`config.mk`:
```
export PLATFORM = sky130hd
export DESIGN_NAME = pba_ram
export DESIGN_NICKNAME = d
export VERILOG_FILES = /design/src/rtl/pba_ram.sv
export SDC_FILE = /design/constraint.sdc
export NUM_CORES = 1
export LEC_CHECK = 0
export BUFFER_PORTS_ARGS = -buffer_cell sky130_fd_sc_hd__buf_4
export CORE_ASPECT_RATIO = 2
export CORE_MARGIN = 3
export CORE_UTILIZATION = 44
export DETAILED_ROUTE_END_ITERATION = 7
export PLACE_DENSITY_LB_ADDON = 0.15
export REMOVE_ABC_BUFFERS = 1
export SLEW_MARGIN = 20
export SYNTH_ARGS = -nofsm -noshare
export SYNTH_HDL_FRONTEND = slang
export SYNTH_SLANG_ARGS = --single-unit
export TNS_END_PERCENT = 20
```
`constraint.sdc`:
```
create_clock -name i_clk -period 2.2 [get_ports i_clk]
set_input_delay 0.33 -clock i_clk [delete_from_list [all_inputs] [get_ports i_clk]]
set_output_delay 0.33 -clock i_clk [all_outputs]
set_load 0.02 [all_outputs]
```
`src/rtl/pba_ram.sv`:
```
`default_nettype none
// ----------------------------------------------------------------------------
// pba_ram - generic simple dual-port RAM
// One write port, one read port, registered read data.
// ----------------------------------------------------------------------------
module pba_ram #(
    parameter int WIDTH = 8,
    parameter int DEPTH = 16,
    parameter int AW    = (DEPTH > 1) ? $clog2(DEPTH) : 1
) (
    input  wire logic             i_clk,
    input  wire logic             i_we,
    input  wire logic [AW-1:0]    i_waddr,
    input  wire logic [WIDTH-1:0] i_wdata,
    input  wire logic             i_re,
    input  wire logic [AW-1:0]    i_raddr,
    output logic      [WIDTH-1:0] o_rdata
);

    logic [WIDTH-1:0] r_mem [DEPTH];

    always_ff @(posedge i_clk) begin
        if (i_we) begin
            r_mem[i_waddr] <= i_wdata;
        end
        if (i_re) begin
            o_rdata <= r_mem[i_raddr];
        end
    end

endmodule
`default_nettype wire

```
==> impl_metrics.ini, run 1 <==
[die]
std_cell_rows = 55
initial_core_util_pct = 45.49
die_w_um = 83.08
core-area_um2 = 11490
io_pins = 27
die_h_um = 160.1
dieArea_um2 = 13300

[clocking]
cts_tree = done
clk_pin_slew_ns = 0.05
cts-resized-gates = 0
cts_sinks = 136
post_cts_buffers = 0
cts_max_level = 4
numCtsBuffers = 17
postCtsHoldBufs = 0
root_buffer = clkbuf_16
cts_buffer_depth = 2
worstSkewPairLatency_ns = 0.41

[sta]
setup_tns_ns = 0
fmax_mhz = 670.0
clock_skew_ns = 0.005981
final-setup-viol-count = 0
worstMarginPinSlew_ns = 0.4850
finalHoldViolations = 0
worst_slew_margin_rel_pct = 67.67
post-route-period-util_pct = 67.85
final-max-slew-violation-count = 0
rsz0062_at_grt = no
final.min_clock_period_ns = 1.493

[worst_setup_path]
worst-setup-path-type = reg -> reg
reg2reg_depth = 3
worst-r2r-setup-slack_ns = 0.71
cp_slowest_cell = mux4_1
path_cells = mux4_1, a22oi_1, nand2_1
cp_top_family = multiplexers
arrival_ns = 1.64
startpoint_type = flop
crit_fanout = 1
crit_cells = 3
cpPeakStageDelay_ns = 0.50
cp.required_ns = 2.34
worst-path-buf-inv = 0
crit_path_end_kind = flop

[power_and_ir_drop]
vdd_ir_drop_max_mv = 0.6665
p_int_uw = 5037
power.share.clock_pct = 47.8
pwr_density_cell_nw_per_um2 = 983.9
switching_power_uw = 1154
combPwrFrac_pct = 4.7
switching_share_pct = 18.64
seq_power_share_pct = 47.4
leakagePower_uw = 0.002139

[synthesis]
ys_seq_area_share_pct = 78.12
yosys_register_bits = 136
synth_cells = 229
syn_area_um2 = 5228
synth_area_per_cell_um2 = 22.83
ys_types = 18
yosys_warnings = 0

[route]
route.detailed.drc = 0
first_pass_iters = 4
drt-vias-per-instance = 5.642
ant_nets = 0
detail_route.wl_per_cell_um = 23.41
drt-initial-drc-count = 190
num_vias = 2471
routed_wl_mm = 10.26

[global_routing]
grt_usage_pct = 16.53
grt_pass1_wl_mm = 15.69
grt_pass1_vias = 2644
antenna_found_initial = 0
gr-total-overflow = 0
grt_max_degree = 33

[placement]
routabilityCongestion = 0.7334
dp_hpwl_mm = 6.849
io_buffers = 26

[flow_run]
drv_cap = 0

[finish]
diodes = 0
layout-drive-gt1-share_pct = 30.41
area_delta_synth_final_pct = 20.37
finalCoreUtilization_pct = 54.75
layout_common_cells = 136 x edfxtp_1, 45 x buf_4, 18 x mux4_2
final_nets = 303
final_common_cell = edfxtp_1
fillers = 878

[status]
status = completed

[hold_path]
hold_depth = 1
hold_class = in -> reg
## layout make-up
type	instances	area [um^2]	area share (%)
repair buffers	46	357.8	5.687
clock buffers	20	436.7	6.940
flip-flops and latches	136	4084	64.90
well taps	142	177.7	2.824
multi-input cells	83	1057	16.80
clock inverters	11	178.9	2.844
## cells by family (layout without fill, tap and decap cells)
group | Yosys count | in the layout | share of synthesized area, %
buffers and inverters | 10 | 77 | 1.651
AND/OR/NAND/NOR | 35 | 35 | 3.136
flip-flops | 136 | 136 | 78.12
AO/OA/AOI/OAI | 16 | 16 | 2.298
multiplexers | 32 | 32 | 14.79
## state kept, by name, indices dropped and copies added, names as in the netlist
name / cells
r_mem: 128
o_rdata: 8
## power by group through the flow
stage,clock network [uW],registers [uW],logic (uW)
4_1_cts,3010,2940,298
2_1_floorplan,0,3000,116
3_3_place_gp,0,2990,293
6_report,2960,2940,292
3_5_place_dp,0,2990,298
5_1_grt,3120,2940,316
## Yosys cell counts (all sizes together)
| cell type | number | area share [%] |
|---|---|---|
| clkdlybuf4s25 | 3 | 0.57 |
| nor3 | 4 | 0.38 |
| and2b | 1 | 0.14 |
| nand2 | 9 | 0.65 |
| buf | 7 | 1.1 |
| mux4 | 32 | 15 |
| or3b | 1 | 0.17 |
| nor2 | 13 | 0.93 |
| and2 | 1 | 0.12 |
| nand2b | 2 | 0.24 |
| nor2b | 1 | 0.12 |
| edfxtp | 136 | 78 |
| nand3 | 1 | 0.096 |
| nand3b | 2 | 0.29 |
| a22oi | 16 | 2.3 |
## stage by stage
| step | setup slack (ns) | area, um^2 | power, uW | hold slack [ns] | std cells |
|---|---|---|---|---|---|
| global route | 0.6419 | 6292 | 6380 | 0.2384 | 438 |
| detailed placement | 0.2446 | 5677 | 3289 | 0.6521 | 407 |
| finish | 0.7074 | 6292 | 6191 | 0.2319 | 438 |
| CTS | 0.6783 | 6292 | 6251 | 0.2222 | 438 |
| global placement | 0.2578 | 5677 | 3282 | 0.6328 | 407 |
| floorplan | 0.3771 | 5141 | 3117 | 0.4289 | 219 |
## worst paths after layout
kind	start	endpoint
worst max register to register	r_mem[9][2]$_DFFE_PP_	o_rdata[2]$_DFFE_PP_
worst max-delay path	r_mem[9][2]$_DFFE_PP_	o_rdata[2]$_DFFE_PP_
worst min-delay path	i_wdata[4]	r_mem[2][4]$_DFFE_PP_
worst min register to register	r_mem[13][5]$_DFFE_PP_	o_rdata[5]$_DFFE_PP_
## layer usage
layer,global-route usage [%],share of wire [%]
met1,18.21,36
met4,6.250,1.3
met2,30.23,58
met5,0,0
met3,4.130,3.9
Note: power is estimated with default switching activity, not from simulation.
==> run 2, diff against run 1 <==
Clock period 2.2 ns to 1.53 ns, I/O delays scaled along.
==> run 2 against run 1 <==
Net effect: worst setup slack worse by 0.65 ns; critical path depth unchanged; sequential power up 44%; cell area up 0.32%; clock power up 17%; hold slack worse by 0.12 ns; largest cell class unchanged; first-iteration DRC count down 20%; total power up 31%; combinational power up 54%; sequential share of layout area down 0.21 points; final cell count up 2.7%.
==> impl_metrics.ini, run 2 (same netlist as run 1, synthesis figures left out) <==
[worst_setup_path]
cpPeakStageDelay_ns = 0.48
cp.required_ns = 1.67
crit_path_end_kind = flop
crit_fanout = 1
cp_top_family = multiplexers
cp_slowest_cell = mux4_2
arrival_ns = 1.61
path_cells = mux4_2, a22oi_1, nand2_1
worst-path-buf-inv = 0
worst-setup-path-type = reg -> reg
startpoint_type = flop

[sta]
finalHoldViolations = 0
final-setup-viol-count = 0
worstMarginPinSlew_ns = 0.8184
post-route-period-util_pct = 96.09
final-max-slew-violation-count = 0
rsz0062_at_grt = no
setup_tns_ns = 0
final.min_clock_period_ns = 1.470
fmax_mhz = 680.2
worst_slew_margin_rel_pct = 45.33
timing.final.ws_setup_ns = 0.05977
clock_skew_ns = 0.005576
holdWs_ns = 0.1116

[finish]
diodes = 0
final_nets = 314
layout-drive-gt1-share_pct = 34.09
final_common_cell = edfxtp_1
final_area_um2 = 6312
top_regs = r_mem: 128 flops, o_rdata: 8 flops
area_delta_synth_final_pct = 20.75
fillers = 846
regMostFlops = r_mem
largest_register_ffs = 128
layout_common_cells = 136 x edfxtp_1, 53 x buf_4, 19 x mux4_2

[clocking]
cts_max_level = 4
cts_buffer_depth = 2
post_cts_buffers = 0
cts_sinks = 136
numCtsBuffers = 17
postCtsHoldBufs = 0
cts-resized-gates = 0
worstSkewPairLatency_ns = 0.40
cts_tree = done
root_buffer = clkbuf_16
clk_pin_slew_ns = 0.06

[die]
std_cell_rows = 55
core-area_um2 = 11490
dieArea_um2 = 13300
io_pins = 27
die_w_um = 83.08
die_h_um = 160.1
initial_core_util_pct = 45.49

[global_routing]
antenna_found_initial = 0
grt_pass1_vias = 2622
gr-total-overflow = 0
grt_pass1_wl_mm = 15.68
grt_usage_pct = 16.68
grt_max_degree = 19

[placement]
routabilityCongestion = 0.7322
dpl_cell_area_um2 = 5797
io_buffers = 26
dp_hpwl_mm = 7.166
place_ws_ns = -0.1892

[power_and_ir_drop]
pwr_density_cell_nw_per_um2 = 1289
leakagePower_uw = 0.002146
vdd_ir_drop_max_mv = 0.8900

[route]
first_pass_iters = 4
num_vias = 2458
route.detailed.drc = 0
drt-vias-per-instance = 5.462
routed_wl_mm = 10.23
detail_route.wl_per_cell_um = 22.73
ant_nets = 0
drt-initial-drc-count = 152

[hold_path]
hold_class = in -> reg

[flow_run]
drv_cap = 0

[status]
status = completed
-- run 2: cell count changes in the layout (fill, tap and decap cells not counted), moves of 2 or more --
| cell | change |
|---|---|
| clkinvlp_4 | +4 |
| clkbuf_1 | -2 |
| buf_4 | +8 |
| buf_12 | +3 |
| bufinv_16 | -5 |
-- run 2: final timing paths --
kind                          startpoint                    to  slack [ns]  depth (start not counted)
setup / recovery   r_mem[3][6]$_DFFE_PP_  o_rdata[6]$_DFFE_PP_        0.06                          3
hold reg to reg   r_mem[12][3]$_DFFE_PP_  o_rdata[3]$_DFFE_PP_        0.75                          3
setup reg to reg   r_mem[3][6]$_DFFE_PP_  o_rdata[6]$_DFFE_PP_        0.06                          3
hold / removal                      i_re  o_rdata[7]$_DFFE_PP_        0.11                          1
-- run 2: worst register-to-register path: cells and delay by family (launching register included) --
| family | cells | cell delay [ns] |
|---|---|---|
| AO/OA/AOI/OAI | 1 | 0.26 |
| flip-flops | 1 | 0.37 |
| multiplexers | 1 | 0.48 |
| AND/OR/NAND/NOR | 1 | 0.11 |
-- run 2: cell type report --
cell class                 instances  area [um^2]  area share [%]
multi-input combinational         83         1059           16.77
clock buffer                      18        429.2           6.799
clock inverter                    14        85.08           1.348
tap                              142        177.7           2.815
sequential                       136         4084           64.70
timing repair buffer              57        478.0           7.572
-- run 2: per-layer routing --
metal / track usage, % / vias to the layer above / part of all wire [%]
met5: 0 / - / 0
met4: 6.696 / 0 / 0.89
met3: 4.078 / 6 / 2.8
met2: 30.92 / 56 / 60
met1: 17.85 / 1280 / 36
li1: - / 1116 / -
-- run 2: power breakdown --
part	internal (uW)	switching (uW)	total, uW
Clock	2040	1430	3470
Sequential	4200	20.0	4220
Combinational	209	240	449
Total	6450	1690	8140
-- run 2: stage by stage --
step / power, uW / util [%] / std cells
global placement: 4745 / 50.44 / 418
global route: 8447 / 54.93 / 450
CTS: 8222 / 54.92 / 450
finish: 8139 / 54.93 / 450
detailed placement: 4754 / 50.44 / 418
floorplan: 4482 / - / 219
